===== src/sv/igq_pkg.sv =====
// Shared types, constants and helper functions for the IGMPv2 querier engine.
package igq_pkg;

	localparam int GROUPS    = 16;
	localparam int IDX_W     = (GROUPS > 1) ? $clog2(GROUPS) : 1;
	localparam int CFG_IDX_W = 3;

	typedef enum logic [1:0] {
		OP_TICK   = 2'd0,
		OP_QUERY  = 2'd1,
		OP_REPORT = 2'd2,
		OP_LEAVE  = 2'd3
	} op_t;

	typedef enum logic [1:0] {
		K_GENERAL = 2'd0,
		K_GROUP   = 2'd1,
		K_EXPIRED = 2'd2,
		K_FULL    = 2'd3
	} kind_t;

	typedef enum logic [CFG_IDX_W-1:0] {
		CFG_MY_ADDRESS    = 3'd0,
		CFG_ROBUSTNESS    = 3'd1,
		CFG_QUERY_IVL     = 3'd2,
		CFG_QRESP_TENTHS  = 3'd3,
		CFG_LMEMB_TENTHS  = 3'd4
	} cfg_idx_t;

	// Datapath operation selected by the controller for the current cycle.
	typedef enum logic [2:0] {
		ST_NONE,
		ST_GLOBAL,
		ST_LM,
		ST_MB,
		ST_FIND,
		ST_APPLY,
		ST_FLUSH
	} step_t;

	typedef enum logic [2:0] {
		S_IDLE,
		S_GLOBAL,
		S_LM,
		S_MB,
		S_FIND,
		S_APPLY,
		S_FLUSH
	} state_t;

	typedef struct packed {
		logic  capture;
		step_t step;
		logic  idx_clr;
		logic  idx_inc;
	} cmd_t;

	typedef struct packed {
		logic step_ok;
		logic idx_last;
	} sts_t;

	typedef struct packed {
		kind_t       kind;
		logic [31:0] group;
		logic [4:0]  mr;
	} res_t;

	// Tenths to whole seconds: multiply by reciprocal, exact for 8-bit input.
	function automatic logic [4:0] qr_sec(input logic [7:0] tenths);
		logic [15:0] p;
		p = 16'(tenths) * 16'd205;
		return 5'(p >> 11);
	endfunction

	function automatic logic [4:0] lm_sec(input logic [7:0] tenths);
		logic [4:0] s;
		s = qr_sec(tenths);
		return (s == 5'd0) ? 5'd1 : s;
	endfunction

	function automatic logic [2:0] eff_r(input logic [2:0] r);
		return (r == 3'd0) ? 3'd1 : r;
	endfunction

endpackage


===== src/sv/igq_if.sv =====
// Valid/ready channel interfaces for the input and result streams.
interface igq_in_if;
	logic        valid;
	logic        ready;
	logic [1:0]  opcode;
	logic [31:0] source_address;
	logic [31:0] group_address;
	modport source(output valid, opcode, source_address, group_address, input ready);
	modport sink(input valid, opcode, source_address, group_address, output ready);
endinterface

interface igq_out_if;
	logic        valid;
	logic        ready;
	logic [1:0]  result_kind;
	logic [31:0] result_group;
	logic [4:0]  max_response_seconds;
	logic        querier_now;
	logic [31:0] current_querier;
	logic        last_of_run;
	modport source(output valid, result_kind, result_group, max_response_seconds,
		querier_now, current_querier, last_of_run, input ready);
	modport sink(input valid, result_kind, result_group, max_response_seconds,
		querier_now, current_querier, last_of_run, output ready);
endinterface


===== src/sv/igq_ctrl.sv =====
// Controller state machine sequencing timer, table scan and result flush steps.
module igq_ctrl import igq_pkg::*; (
	input  logic       clk,
	input  logic       arst_n,
	input  logic       in_valid,
	input  logic [1:0] in_opcode,
	output logic       in_ready,
	output cmd_t       cmd,
	input  sts_t       sts
);

	state_t state_q, state_nxt;

	always_ff @(posedge clk or negedge arst_n) begin
		if (!arst_n) begin
			state_q <= S_IDLE;
		end else begin
			state_q <= state_nxt;
		end
	end

	always_comb begin
		state_nxt = state_q;
		case (state_q)
			S_IDLE: begin
				if (in_valid) begin
					case (op_t'(in_opcode))
						OP_TICK:  state_nxt = S_GLOBAL;
						OP_QUERY: state_nxt = S_APPLY;
						default:  state_nxt = S_FIND;
					endcase
				end
			end
			S_GLOBAL: if (sts.step_ok) state_nxt = S_LM;
			S_LM:     if (sts.step_ok) state_nxt = S_MB;
			S_MB: begin
				if (sts.step_ok) state_nxt = sts.idx_last ? S_FLUSH : S_LM;
			end
			S_FIND:   if (sts.idx_last) state_nxt = S_APPLY;
			S_APPLY:  if (sts.step_ok) state_nxt = S_FLUSH;
			S_FLUSH:  if (sts.step_ok) state_nxt = S_IDLE;
			default:  state_nxt = S_IDLE;
		endcase
	end

	always_comb begin
		in_ready    = 1'b0;
		cmd.capture = 1'b0;
		cmd.step    = ST_NONE;
		cmd.idx_clr = 1'b0;
		cmd.idx_inc = 1'b0;
		case (state_q)
			S_IDLE: begin
				in_ready    = 1'b1;
				cmd.capture = in_valid;
				cmd.idx_clr = 1'b1;
			end
			S_GLOBAL: cmd.step = ST_GLOBAL;
			S_LM:     cmd.step = ST_LM;
			S_MB: begin
				cmd.step    = ST_MB;
				cmd.idx_inc = sts.step_ok && !sts.idx_last;
			end
			S_FIND: begin
				cmd.step    = ST_FIND;
				cmd.idx_inc = !sts.idx_last;
			end
			S_APPLY:  cmd.step = ST_APPLY;
			S_FLUSH:  cmd.step = ST_FLUSH;
			default:  cmd.step = ST_NONE;
		endcase
	end

endmodule


===== src/sv/igq_dpath.sv =====
// Datapath: configuration, querier timers, group table and result registers.
module igq_dpath import igq_pkg::*; (
	input  logic                 clk,
	input  logic                 arst_n,
	input  cmd_t                 cmd,
	output sts_t                 sts,
	input  logic                 cfg_we,
	input  logic [CFG_IDX_W-1:0] cfg_index,
	input  logic [31:0]          cfg_data,
	input  logic [1:0]           in_opcode,
	input  logic [31:0]          in_source,
	input  logic [31:0]          in_group,
	igq_out_if.source            out_ch
);

	// configuration
	logic [31:0] my_addr_q;
	logic [2:0]  rob_q;
	logic [15:0] qi_q;
	logic [7:0]  qrt_q;
	logic [7:0]  lmt_q;

	// captured item
	op_t         op_q;
	logic [31:0] src_q;
	logic [31:0] grp_q;
	logic [IDX_W-1:0] idx_q;

	// querier state
	logic        is_q_q;
	logic [31:0] qaddr_q;
	logic        startup_q;
	logic [2:0]  sleft_q;
	logic        general_q;
	logic [15:0] qcnt_q;
	logic [18:0] oqc_q;

	// group table
	logic [GROUPS-1:0] valid_q;
	logic [31:0] grp_mem [GROUPS];
	logic [18:0] mbc_mem [GROUPS];
	logic [4:0]  lmc_mem [GROUPS];
	logic [2:0]  lml_mem [GROUPS];

	// lookup results
	logic             hit_q;
	logic [IDX_W-1:0] hit_idx_q;
	logic             free_v_q;
	logic [IDX_W-1:0] free_idx_q;

	// result staging
	logic        pend_v_q;
	res_t        pend_q;
	logic        out_v_q;
	res_t        out_q;
	logic        out_last_q;
	logic        out_qnow_q;
	logic [31:0] out_qaddr_q;

	logic [2:0]  r_eff;
	logic [4:0]  qrs;
	logic [4:0]  lms;
	logic [18:0] rqi;
	logic [18:0] gm_ivl;
	logic [18:0] oq_sum;
	logic [18:0] oq_ivl;
	logic [18:0] rlm;

	logic        e_v;
	logic [31:0] e_grp;
	logic [18:0] e_mbc;
	logic [4:0]  e_lmc;
	logic [2:0]  e_lml;

	logic        oq_fire;
	logic        emit_req;
	res_t        emit_res;
	logic        out_free;
	logic        can_emit;
	logic        step_ok;
	logic        load_out;
	logic        slot_ok;
	logic [IDX_W-1:0] slot;
	logic        leave_ok;

	assign r_eff  = eff_r(rob_q);
	assign qrs    = qr_sec(qrt_q);
	assign lms    = lm_sec(lmt_q);
	assign rqi    = 19'(r_eff) * 19'(qi_q);
	assign gm_ivl = rqi + 19'(qrs);
	assign oq_sum = rqi + 19'(qrs >> 1);
	assign oq_ivl = (oq_sum == 19'd0) ? 19'd1 : oq_sum;
	assign rlm    = 19'(8'(r_eff) * 8'(lms));

	assign e_v   = valid_q[idx_q];
	assign e_grp = grp_mem[idx_q];
	assign e_mbc = mbc_mem[idx_q];
	assign e_lmc = lmc_mem[idx_q];
	assign e_lml = lml_mem[idx_q];

	assign oq_fire  = (oqc_q != 19'd0) && (oqc_q <= 19'd1);
	assign slot_ok  = hit_q || free_v_q;
	assign slot     = hit_q ? hit_idx_q : free_idx_q;
	assign leave_ok = is_q_q && hit_q;

	always_comb begin
		emit_req = 1'b0;
		emit_res = '{kind: K_GENERAL, group: 32'd0, mr: qrs};
		case (cmd.step)
			ST_GLOBAL: begin
				emit_req = oq_fire || ((startup_q || general_q) && qcnt_q <= 16'd1);
			end
			ST_LM: begin
				emit_req = e_v && e_lmc == 5'd1;
				emit_res = '{kind: K_GROUP, group: e_grp, mr: lms};
			end
			ST_MB: begin
				emit_req = e_v && e_mbc <= 19'd1;
				emit_res = '{kind: K_EXPIRED, group: e_grp, mr: 5'd0};
			end
			ST_APPLY: begin
				case (op_q)
					OP_REPORT: begin
						emit_req = !slot_ok;
						emit_res = '{kind: K_FULL, group: grp_q, mr: 5'd0};
					end
					OP_LEAVE: begin
						emit_req = leave_ok;
						emit_res = '{kind: K_GROUP, group: grp_q, mr: lms};
					end
					default: emit_req = 1'b0;
				endcase
			end
			default: emit_req = 1'b0;
		endcase
	end

	assign out_free = !out_v_q || out_ch.ready;
	assign can_emit = !pend_v_q || out_free;
	assign step_ok  = (cmd.step == ST_FLUSH) ? can_emit : (!emit_req || can_emit);
	assign load_out = pend_v_q && out_free && (emit_req || cmd.step == ST_FLUSH);

	assign sts.step_ok  = step_ok;
	assign sts.idx_last = (idx_q == IDX_W'(GROUPS - 1));

	// Capture the item, walk the table index and hold the lookup results.
	always_ff @(posedge clk) begin
		if (cmd.capture) begin
			op_q  <= op_t'(in_opcode);
			src_q <= in_source;
			grp_q <= in_group;
		end
		if (cmd.idx_clr) begin
			idx_q <= '0;
		end else if (cmd.idx_inc) begin
			idx_q <= idx_q + IDX_W'(1);
		end
		if (cmd.step == ST_FIND) begin
			if (e_v && e_grp == grp_q && !hit_q) hit_idx_q <= idx_q;
			if (!e_v && !free_v_q) free_idx_q <= idx_q;
		end
	end

	always_ff @(posedge clk or negedge arst_n) begin
		if (!arst_n) begin
			hit_q    <= 1'b0;
			free_v_q <= 1'b0;
		end else if (cmd.capture) begin
			hit_q    <= 1'b0;
			free_v_q <= 1'b0;
		end else if (cmd.step == ST_FIND) begin
			if (e_v && e_grp == grp_q) hit_q <= 1'b1;
			if (!e_v) free_v_q <= 1'b1;
		end
	end

	// Configuration and querier timers.
	always_ff @(posedge clk or negedge arst_n) begin
		if (!arst_n) begin
			my_addr_q <= 32'd0;
			rob_q     <= 3'd2;
			qi_q      <= 16'd125;
			qrt_q     <= 8'd100;
			lmt_q     <= 8'd10;
			is_q_q    <= 1'b1;
			qaddr_q   <= 32'd0;
			startup_q <= 1'b1;
			sleft_q   <= 3'd1;
			general_q <= 1'b0;
			qcnt_q    <= 16'd31;
			oqc_q     <= 19'd0;
		end else begin
			if (cfg_we) begin
				case (cfg_idx_t'(cfg_index))
					CFG_MY_ADDRESS: begin
						my_addr_q <= cfg_data;
						if (is_q_q) qaddr_q <= cfg_data;
					end
					CFG_ROBUSTNESS:   rob_q <= cfg_data[2:0];
					CFG_QUERY_IVL:    qi_q  <= cfg_data[15:0];
					CFG_QRESP_TENTHS: qrt_q <= cfg_data[7:0];
					CFG_LMEMB_TENTHS: lmt_q <= cfg_data[7:0];
					default: ;
				endcase
			end
			if (cmd.step == ST_GLOBAL && step_ok) begin
				if (oq_fire) begin
					oqc_q     <= 19'd0;
					is_q_q    <= 1'b1;
					qaddr_q   <= my_addr_q;
					general_q <= 1'b1;
					startup_q <= 1'b0;
					qcnt_q    <= qi_q;
				end else begin
					if (oqc_q != 19'd0) oqc_q <= oqc_q - 19'd1;
					if (startup_q || general_q) begin
						if (qcnt_q <= 16'd1) begin
							if (startup_q && sleft_q > 3'd1) begin
								sleft_q <= sleft_q - 3'd1;
								qcnt_q  <= qi_q >> 2;
							end else begin
								startup_q <= 1'b0;
								general_q <= 1'b1;
								qcnt_q    <= qi_q;
							end
						end else begin
							qcnt_q <= qcnt_q - 16'd1;
						end
					end
				end
			end
			if (cmd.step == ST_APPLY && op_q == OP_QUERY && src_q < my_addr_q) begin
				is_q_q    <= 1'b0;
				qaddr_q   <= src_q;
				startup_q <= 1'b0;
				general_q <= 1'b0;
				oqc_q     <= oq_ivl;
			end
		end
	end

	// Entry valid bits.
	always_ff @(posedge clk or negedge arst_n) begin
		if (!arst_n) begin
			valid_q <= '0;
		end else if (cmd.step == ST_MB && step_ok && e_v && e_mbc <= 19'd1) begin
			valid_q[idx_q] <= 1'b0;
		end else if (cmd.step == ST_APPLY && op_q == OP_REPORT && slot_ok) begin
			valid_q[slot] <= 1'b1;
		end
	end

	// Entry payload: scan updates at the walk index, item updates at the slot.
	always_ff @(posedge clk) begin
		if (cmd.step == ST_LM && step_ok && e_v && e_lmc != 5'd0) begin
			if (e_lmc == 5'd1) begin
				lmc_mem[idx_q] <= (e_lml > 3'd1) ? lms : 5'd0;
				lml_mem[idx_q] <= (e_lml > 3'd1) ? e_lml - 3'd1 : 3'd0;
			end else begin
				lmc_mem[idx_q] <= e_lmc - 5'd1;
			end
		end
		if (cmd.step == ST_MB && step_ok && e_v) begin
			if (e_mbc <= 19'd1) begin
				mbc_mem[idx_q] <= 19'd0;
				lmc_mem[idx_q] <= 5'd0;
				lml_mem[idx_q] <= 3'd0;
			end else begin
				mbc_mem[idx_q] <= e_mbc - 19'd1;
			end
		end
		if (cmd.step == ST_APPLY) begin
			if (op_q == OP_REPORT && slot_ok) begin
				grp_mem[slot] <= grp_q;
				mbc_mem[slot] <= gm_ivl;
				lmc_mem[slot] <= 5'd0;
				lml_mem[slot] <= 3'd0;
			end else if (op_q == OP_LEAVE && leave_ok) begin
				mbc_mem[hit_idx_q] <= rlm;
				lmc_mem[hit_idx_q] <= lms;
				lml_mem[hit_idx_q] <= r_eff - 3'd1;
			end
		end
	end

	// One result held back so the final beat of an item can carry its mark.
	always_ff @(posedge clk or negedge arst_n) begin
		if (!arst_n) begin
			pend_v_q <= 1'b0;
			out_v_q  <= 1'b0;
		end else begin
			if (emit_req && step_ok) begin
				pend_v_q <= 1'b1;
			end else if (cmd.step == ST_FLUSH && out_free) begin
				pend_v_q <= 1'b0;
			end
			if (load_out) begin
				out_v_q <= 1'b1;
			end else if (out_ch.ready) begin
				out_v_q <= 1'b0;
			end
		end
	end

	always_ff @(posedge clk) begin
		if (emit_req && step_ok) pend_q <= emit_res;
		if (load_out) begin
			out_q       <= pend_q;
			out_last_q  <= (cmd.step == ST_FLUSH);
			out_qnow_q  <= is_q_q;
			out_qaddr_q <= qaddr_q;
		end
	end

	assign out_ch.valid                = out_v_q;
	assign out_ch.result_kind          = out_q.kind;
	assign out_ch.result_group         = out_q.group;
	assign out_ch.max_response_seconds = out_q.mr;
	assign out_ch.querier_now          = out_qnow_q;
	assign out_ch.current_querier      = out_qaddr_q;
	assign out_ch.last_of_run          = out_last_q;

	// A new item never starts with a result still held back.
	a_capture_empty: assert property (@(posedge clk) disable iff (!arst_n)
		cmd.capture |-> !pend_v_q)
		else $error("item accepted with a result still pending");

	// The other-querier timer runs exactly while another router is querier.
	a_oq_running: assert property (@(posedge clk) disable iff (!arst_n)
		is_q_q == (oqc_q == 19'd0))
		else $error("querier flag and other-querier timer disagree");

	// While querier, the recorded querier is this router.
	a_own_addr: assert property (@(posedge clk) disable iff (!arst_n)
		is_q_q |-> (qaddr_q == my_addr_q))
		else $error("querier address differs from own address");

	// Startup and general query timers never run together.
	a_timer_excl: assert property (@(posedge clk) disable iff (!arst_n)
		!(startup_q && general_q))
		else $error("startup and general timers both active");

endmodule


===== src/sv/igmpv2_querier_membership_engine_core.sv =====
// Top level of the IGMPv2 router querier and group membership engine.
//
// Channels: in_ch carries one beat per received event (one-second tick,
// membership query, v2 report, leave); out_ch carries result beats (general
// query, group-specific query, group expiry, table full). Both use
// valid/ready; a beat moves on a clock edge where both are high. The cfg
// port writes one register per cycle with cfg_we, chosen by cfg_index.
//
// Items are handled one at a time. A query goes through the apply and
// flush steps; a report or leave first looks at all GROUPS entries (one
// table entry looked at per cycle), and a tick steps the querier timers,
// then takes each entry for the last-member timer and then the membership
// timer (GROUPS = 16). Walks use the single entry read port.
// Every result beat waits in a holding register until the next beat of the
// same item is produced or the walk ends, so the final beat of an item can
// carry last_of_run.
//
// Receiver stall: when out_ch.ready is low and both the output and holding
// registers are full, the walk pauses on the entry that wants to emit and
// resumes when the output frees. in_ch.ready rises again only after the
// last beat of the previous item has entered the output register.
// Reset: registers return to their defaults, the table is empty, the router
// is querier and the startup query sequence is armed.
module igmpv2_querier_membership_engine_core import igq_pkg::*; (
	input  logic                 clk,
	input  logic                 arst_n,
	input  logic                 cfg_we,
	input  logic [CFG_IDX_W-1:0] cfg_index,
	input  logic [31:0]          cfg_data,
	igq_in_if.sink               in_ch,
	igq_out_if.source            out_ch
);

	cmd_t cmd;
	sts_t sts;

	// Sequence the per-item steps.
	igq_ctrl u_ctrl (
		.clk       (clk),
		.arst_n    (arst_n),
		.in_valid  (in_ch.valid),
		.in_opcode (in_ch.opcode),
		.in_ready  (in_ch.ready),
		.cmd       (cmd),
		.sts       (sts)
	);

	// Hold the timers, the group table and the result registers.
	igq_dpath u_dpath (
		.clk       (clk),
		.arst_n    (arst_n),
		.cmd       (cmd),
		.sts       (sts),
		.cfg_we    (cfg_we),
		.cfg_index (cfg_index),
		.cfg_data  (cfg_data),
		.in_opcode (in_ch.opcode),
		.in_source (in_ch.source_address),
		.in_group  (in_ch.group_address),
		.out_ch    (out_ch)
	);

endmodule


===== src/flat_wrapper.sv =====
// flat-port wrapper written by rule: the top's interface ports become plain ports
module igmpv2_querier_membership_engine_core_flat import igq_pkg::*;
  (clk, arst_n, cfg_we, cfg_index, cfg_data, in_ch_valid, in_ch_opcode, in_ch_source_address, in_ch_group_address, in_ch_ready, out_ch_valid, out_ch_result_kind, out_ch_result_group, out_ch_max_response_seconds, out_ch_querier_now, out_ch_current_querier, out_ch_last_of_run, out_ch_ready);
  igq_in_if in_ch_i ();
  igq_out_if out_ch_i ();
  input  logic clk;
  input  logic arst_n;
  input  logic cfg_we;
  input  logic [CFG_IDX_W-1:0] cfg_index;
  input  logic [31:0] cfg_data;
  input wire logic [$bits(in_ch_i.valid)-1:0] in_ch_valid;
  input wire logic [$bits(in_ch_i.opcode)-1:0] in_ch_opcode;
  input wire logic [$bits(in_ch_i.source_address)-1:0] in_ch_source_address;
  input wire logic [$bits(in_ch_i.group_address)-1:0] in_ch_group_address;
  output wire logic [$bits(in_ch_i.ready)-1:0] in_ch_ready;
  output wire logic [$bits(out_ch_i.valid)-1:0] out_ch_valid;
  output wire logic [$bits(out_ch_i.result_kind)-1:0] out_ch_result_kind;
  output wire logic [$bits(out_ch_i.result_group)-1:0] out_ch_result_group;
  output wire logic [$bits(out_ch_i.max_response_seconds)-1:0] out_ch_max_response_seconds;
  output wire logic [$bits(out_ch_i.querier_now)-1:0] out_ch_querier_now;
  output wire logic [$bits(out_ch_i.current_querier)-1:0] out_ch_current_querier;
  output wire logic [$bits(out_ch_i.last_of_run)-1:0] out_ch_last_of_run;
  input wire logic [$bits(out_ch_i.ready)-1:0] out_ch_ready;
  assign in_ch_i.valid = in_ch_valid;
  assign in_ch_i.opcode = in_ch_opcode;
  assign in_ch_i.source_address = in_ch_source_address;
  assign in_ch_i.group_address = in_ch_group_address;
  assign in_ch_ready = in_ch_i.ready;
  assign out_ch_valid = out_ch_i.valid;
  assign out_ch_result_kind = out_ch_i.result_kind;
  assign out_ch_result_group = out_ch_i.result_group;
  assign out_ch_max_response_seconds = out_ch_i.max_response_seconds;
  assign out_ch_querier_now = out_ch_i.querier_now;
  assign out_ch_current_querier = out_ch_i.current_querier;
  assign out_ch_last_of_run = out_ch_i.last_of_run;
  assign out_ch_i.ready = out_ch_ready;
  igmpv2_querier_membership_engine_core u_core (.clk(clk), .arst_n(arst_n), .cfg_we(cfg_we), .cfg_index(cfg_index), .cfg_data(cfg_data), .in_ch(in_ch_i), .out_ch(out_ch_i));
endmodule

===== config.mk =====
export PLATFORM = sky130hd
export DESIGN_NAME = igmpv2_querier_membership_engine_core_flat
export DESIGN_NICKNAME = d
export VERILOG_FILES = /design/src/sv/igq_pkg.sv /design/src/sv/igq_if.sv /design/src/sv/igq_ctrl.sv /design/src/sv/igq_dpath.sv /design/src/sv/igmpv2_querier_membership_engine_core.sv /design/src/flat_wrapper.sv
export SDC_FILE = /design/constraint.sdc
export NUM_CORES = 2
export LEC_CHECK = 0
export BUFFER_PORTS_ARGS = -buffer_cell sky130_fd_sc_hd__buf_2
export CELL_PAD_IN_SITES_DETAIL_PLACEMENT = 0
export CELL_PAD_IN_SITES_GLOBAL_PLACEMENT = 1
export CORE_MARGIN = 10
export CORE_UTILIZATION = 50
export DETAILED_ROUTE_END_ITERATION = 6
export HOLD_SLACK_MARGIN = 0.08
export PLACE_DENSITY = 0.77
export SLEW_MARGIN = 25
export SYNTH_ARGS = -nofsm -noshare
export SYNTH_HDL_FRONTEND = slang
export SYNTH_HIERARCHICAL = 1
export SYNTH_SLANG_ARGS = --single-unit

===== constraint.sdc =====
create_clock -name clk -period 18.8 [get_ports clk]
set_input_delay 2.82 -clock clk [delete_from_list [all_inputs] [get_ports clk]]
set_output_delay 2.82 -clock clk [all_outputs]
set_load 0.005 [all_outputs]

---- Word-level counts from Yosys, hierarchy flattened ----
Memory sizes are Yosys's and may differ from the RTL's. A register that Yosys moved wholly into a read port is not among the register bits.
Cells that the tools add are included.
W data, S select, Z words.
cells by class
  $add $sub $neg .......................... 10
  multiply operators ...................... 4
  order comparisons ....................... 10
  equality and inequality tests ........... 32
  muxes and demuxes ....................... 121
  bitwise gates (word level) .............. 8
  reductions and logical operators ........ 84
operator list
  operator                 number
  $mux W32                 6
  $mux W19                 8
  $pmux W39 S3             1
  $mux W16                 6
  $pmux W39 S2             1
  $mux W4                  15
  $mux W1                  56
  $mux W3                  13
  $le A19 B1 Y1 const B    2
  $reduce_or A19 Y1        2
  $sub A19 B1 Y19 const B  2
  $eq A32 B32 Y1           1
  $lt A32 B32 Y1           1
  $mul A8 B8 Y16 const B   2
  $mux W5                  6
  $logic_and A1 B1 Y1      29
  $reduce_and A2 Y1        12
  $eq A3 B3 Y1 const B     7
  $pmux W3 S7              1
  $add A19 B4 Y19          1
  $add A19 B5 Y19          1
  $logic_not A19 Y1        1
  $mul A3 B16 Y19          1
  $reduce_bool A19 Y1      1
  other kinds (42)         93
word-level totals
  register bits after elaboration ......... 353
  RAM bits ................................ 944
  input port bits ......................... 106
  output and inout bits ................... 75
  word-level logic and storage cells ...... 306
  memories ................................ 4
memory list
  memory                  words  bits a word  rd ports  clocked after Yosys merged registers in  write ports  RTL line         RTL
  u_core.u_dpath.grp_mem  16     32           1         1                                        1            igq_dpath.sv:40  logic [31:0] grp_mem [GROUPS];
  u_core.u_dpath.mbc_mem  16     19           1         1                                        1            igq_dpath.sv:41  logic [18:0] mbc_mem [GROUPS];
  u_core.u_dpath.lmc_mem  16     5            1         1                                        1            igq_dpath.sv:42  logic [4:0] lmc_mem [GROUPS];
  u_core.u_dpath.lml_mem  16     3            1         1                                        1            igq_dpath.sv:43  logic [2:0] lml_mem [GROUPS];

---- Depth between registers and ports, before layout ----
  depth in word-level cells ............... 16
  depth in mapped cells ................... 27
  mapped depth without buffers ............ 27

---- Hierarchy ----
Netlist, hierarchy kept.
by module, submodules not included
  module     times used  cells an instance  area an instance (um^2)  sequential area each (um^2)
  igq_dpath  1           3506               57064.7                  38121.6
  igq_ctrl   1           32                 272.8                    75.1

---- Least setup slack after synthesis ----
No wires, ideal clock.
  path kind ............................... input port to flip-flop
  from .................................... input port in_ch_valid
  to ...................................... register u_core.u_ctrl.state_q[0]
  setup time .............................. 0.125 ns
  arrival time ............................ 11.016 ns
  data required time ...................... 18.675 ns
  path slack .............................. 7.659 ns
  cell stages on the path ................. 3
  buffers on the path ..................... 0
  cells stage by stage .................... nor4b_1 > or4_4 > mux2_4
between the ends
  word-level cells in the longest chain between the ends .. 2
ends and longest elaborated chain
  what                         RTL line            RTL
  start: declaration           flat_wrapper.sv:11  input wire logic [$bits(in_ch_i.valid)-1:0] in_ch_valid;
  $ne A2 B2 Y1 (no line)       -
  $reduce_and A7 Y1 (no line)  -
  end signal: assignment       igq_ctrl.sv:18      state_q <= state_nxt;
  end: declaration             igq_ctrl.sv:12      state_t state_q, state_nxt;
No other way between the ends.
A chain may end at the register's enable or synchronous reset.

---- Worst setup path in the final report ----
  from .................................... register u_core.u_dpath.lmt_q[3]
  to ...................................... memory u_core.u_dpath.mbc_mem[1][6], data pin
between the ends
  word-level cells in the longest chain between the ends .. 5
ends and longest elaborated chain
  what                      RTL line          RTL
  start: declaration        igq_dpath.sv:21   logic [7:0] lmt_q;
  start signal: assignment  igq_dpath.sv:202  CFG_LMEMB_TENTHS: lmt_q <= cfg_data[7:0];
  $mul A8 B8 Y16 (*)        igq_pkg.sv:72     p = 16'(tenths) * 16'd205;
  $logic_not A5 Y1          igq_pkg.sv:79     return (s == 5'd0) ? 5'd1 : s;
  $mux W5 (*)               igq_pkg.sv:79
  $mul A3 B5 Y8 (*)         igq_dpath.sv:93   assign rlm = 19'(8'(r_eff) * 8'(lms));
  $mux W19 (no line) (*)    -
  end: declaration          igq_dpath.sv:41
Every way passes the cells marked *; elsewhere a longest branch is shown, timed or not.

==> flow_summary.yaml <==
global_route:
  antenna_found_initial: 1
  groute.usage.overall_pct: 21.7
  grt_max_degree: 131
  globalRoute.totalOverflow: 0
  grt_pass1_wl_um: 210000
  first_global_vias: 32500
synth:
  synth-seq-area-share_pct: 66.6
  synthFlopType: "edfxtp_1"
  postSynthRegisterBits: 1301
  synth_cell_types: 82
  synth_warnings: 6
  synth_nets: 3853
  synth_area_per_cell_um2: 16.2
  synthArstFlopShare_pct: 12.5
  cell_area_synth_um2: 57300
  synthesis.instances: 3538
  synth_edf_count: 1130
clock_tree:
  clock_sink_count: 1301
  clockRootBuffer: "clkbuf_16"
  cts.htree.levels: 4
  cts_hold_buf: 0
  buffer_levels_on_the_longest_clock_path: 3
  cts_repair_resize_count: 0
  numCtsBuffers: 136
  cts_clock_pin_slew_for_the_worst_setup_and_hold_paths_ns: 0.06
  cts_post_setup_buffers_inserted: 0
  clock_tree_from_tritoncts: "done"
  worstSkewPairLatency_ns: 0.77
layout:
  most-common-layout-cells: "1130 x edfxtp_1, 296 x mux4_2, 273 x nand2_1"
  nets: 4077
  drive_above_1_share_pct: 22.6
  layout_commonest_cell: "edfxtp_1"
  final-instance-count-excl-fill: 5385
  design_area_um2: 64900
  post-route-util_pct: 56.9
  area_overhead_vs_synth_pct: 13.1
setup_path:
  start_kind: "flip-flop"
  critical-path-max-stage-delay_ns: 0.57
  worst_endpoint_data_arrival_time_ns: 7.33
  setup.worst_path.class: "reg -> reg"
  crit_family: "adder cells"
  required_arrival_time_at_the_worst_endpoint_ns: 19.29
  timing.critical_path.buf_inv: 4
  timing.critical_path.mode_cell: "ha_1"
  max_fanout_on_critical_path: 16
  timing.critical_path.to_type: "flip-flop"
  slowest_stage: "dfstp_2"
floorplan:
  floorplan.rows: 124
  core_area_um2: 114000
  die_footprint_um2: 129000
  design.portCount: 181
  die_height_um: 359
  floorplan.initialDensity_pct: 50.3
  chipWidth_um: 359
detailed_routing:
  routed_wl_um: 138000
  detail_route.iter0.violations: 3121
  detail_route.vias_per_cell: 5.96
  final_ant_viol_nets: 0
  via_count: 32100
  length_of_the_first_detailed_routing_pass_in_iterations: 5
  route.detailed.wl_per_inst_um: 25.7
  drcViolationCount: 0
timing:
  slew_headroom_pct: 32.1
  timing.final.crit_period_ns: 6.83
  setup_violations: 0
  hold_viol_final: 0
  clock_skew_ns: 0.0560
  achievable-frequency_ghz: 0.146
  drv_slew: 0
  grt_setup_unrepaired: "false"
  timing_worst_slew_pin_value_ns: 1.02
  final_setup_tns_ns: 0
  fin_crit_sh_pct: 36.3
power_and_ir_drop:
  vdd_drop_max_uv: 137
  power.static_leakage_nw: 22.5
  p_per_area_nw_per_um2: 157
min_path:
  hold_path_class: "reg -> reg"
place:
  finalWeightedCongestion: 0.855
  dp.cells: 5135
  post_dp_cell_area_um2: 60200
  portBuffers: 180
  hpwl_um: 84300
status:
  status: "complete, no violations"
flow_run:
  max_cap_viol_count: 0
[worst paths after layout]
path / startpoint / endpoint / slack, ns / cells after the start
max in group asynchronous: arst_n / u_core/u_dpath/oqc_q[9]$_DFFE_PN0P_ / 15.55 / 2
max reg2reg: u_core/u_dpath/lmt_q[3]$_DFFE_PN1P_ / u_core/u_dpath/mbc_mem[1][6]$_DFFE_PP_ / 11.97 / 28
max: u_core/u_dpath/lmt_q[3]$_DFFE_PN1P_ / u_core/u_dpath/mbc_mem[1][6]$_DFFE_PP_ / 11.97 / 28
min: u_core/u_dpath/pend_q[29]$_DFFE_PP_ / u_core/u_dpath/out_ch.result_group[24]$_DFFE_PP_ / 0.42 / 0
min reg2reg: u_core/u_dpath/pend_q[29]$_DFFE_PP_ / u_core/u_dpath/out_ch.result_group[24]$_DFFE_PP_ / 0.42 / 0
min in group asynchronous: arst_n / u_core/u_dpath/qaddr_q[15]$_DFF_PN0_ / 2.08 / 1
[routing by layer]
metal	wire length, um	vias to the layer above	global-route usage (%)
li1	-	14200	-
met1	59600	16500	31.1
met2	66100	1177	34.2
met3	9250	187	3.58
met4	3340	0	6.45
met5	0	-	0
[power by group]
part           switching, mW  internal (mW)
Sequential             0.239           3.60
Combinational           2.15           1.48
Clock                   1.14           1.54
[registers in the layout (all words and copies together), names as in the netlist, 5 cells and up, named ones only]
register	flops
u_core/u_dpath/qaddr_q	32
u_core/u_dpath/oqc_q	19
u_core/u_dpath/out_ch.max_response_seconds	5
u_core/u_dpath/pend_q	39
u_core/u_dpath/lml_mem	48
u_core/u_dpath/lmt_q	8
u_core/u_dpath/qrt_q	8
u_core/u_dpath/valid_q	16
u_core/u_dpath/qi_q	16
u_core/u_dpath/grp_q	32
u_core/u_dpath/lmc_mem	80
u_core/u_dpath/qcnt_q	16
u_core/u_dpath/mbc_mem	304
u_core/u_dpath/out_ch.result_group	32
u_core/u_dpath/my_addr_q	32
u_core/u_dpath/out_ch.current_querier	32
u_core/u_dpath/src_q	32
u_core/u_dpath/grp_mem	512
[cell families after synthesis]
| logic type | count (synthesis) | share of synthesized area [%] |
|---|---|---|
| multiplexers | 347 | 12.6 |
| AO/OA/AOI/OAI | 496 | 5.29 |
| flip-flops | 1301 | 66.6 |
| adder cells (fa/ha/maj) | 209 | 5.08 |
| XOR/XNOR | 139 | 2.12 |
| AND/OR/NAND/NOR | 729 | 5.94 |
| buffers and inverters | 317 | 2.34 |
[stage by stage]
| stage | power (mW) | worst slack, ns | hold slack, ns |
|---|---|---|---|
| after floorplan | 6.42 | 7.66 | 0.400 |
| after global routing | 10.7 | 11.49 | 0.422 |
| after CTS | 10.2 | 11.56 | 0.418 |
| after global placement | 7.43 | 11.80 | 0.402 |
| final | 10.2 | 11.97 | 0.416 |
| after detailed placement | 7.48 | 11.53 | 0.405 |
[synth_stat cells (9+ instances only)]
cell type	n	area, um^2
nand3_1	100	500
nor4_1	20	125
a21o_1	23	173
nand2_1	273	1020
and3_1	12	75.1
nor3_1	57	285
nor2_1	152	571
mux4_2	296	6670
buf_4	10	75.1
dfrtp_1	143	3580
buf_2	24	120
nand2b_1	13	81.3
o21ai_0	204	1020
and2_1	15	93.8
mux2i_1	17	170
mux2_2	33	372
xor2_1	71	622
o22ai_1	33	206
xnor2_1	68	596
a211oi_1	16	120
nor2b_1	16	100
inv_1	162	608
a21oi_1	86	430
a31oi_1	13	81.3
nor3b_1	12	90.1
clkbuf_1	104	390
a22oi_1	9	67.6
fa_1	40	801
dfstp_2	20	526
ha_1	169	2110
nand4_1	17	106
a22o_1	32	280
edfxtp_1	1130	33900
o21a_1	15	113
[area by class of cell]
cell class                 count  area (um^2)
fill                        8824        49200
sequential                  1301        38200
multi-input combinational   1920        18300
clock buffer                 159         3560
tap                         1512         1890
timing repair buffer         240         1370
clock inverter                89          955
inverter                     163          612
antenna                        1         2.50
Note: power is estimated with default switching activity, not from simulation.
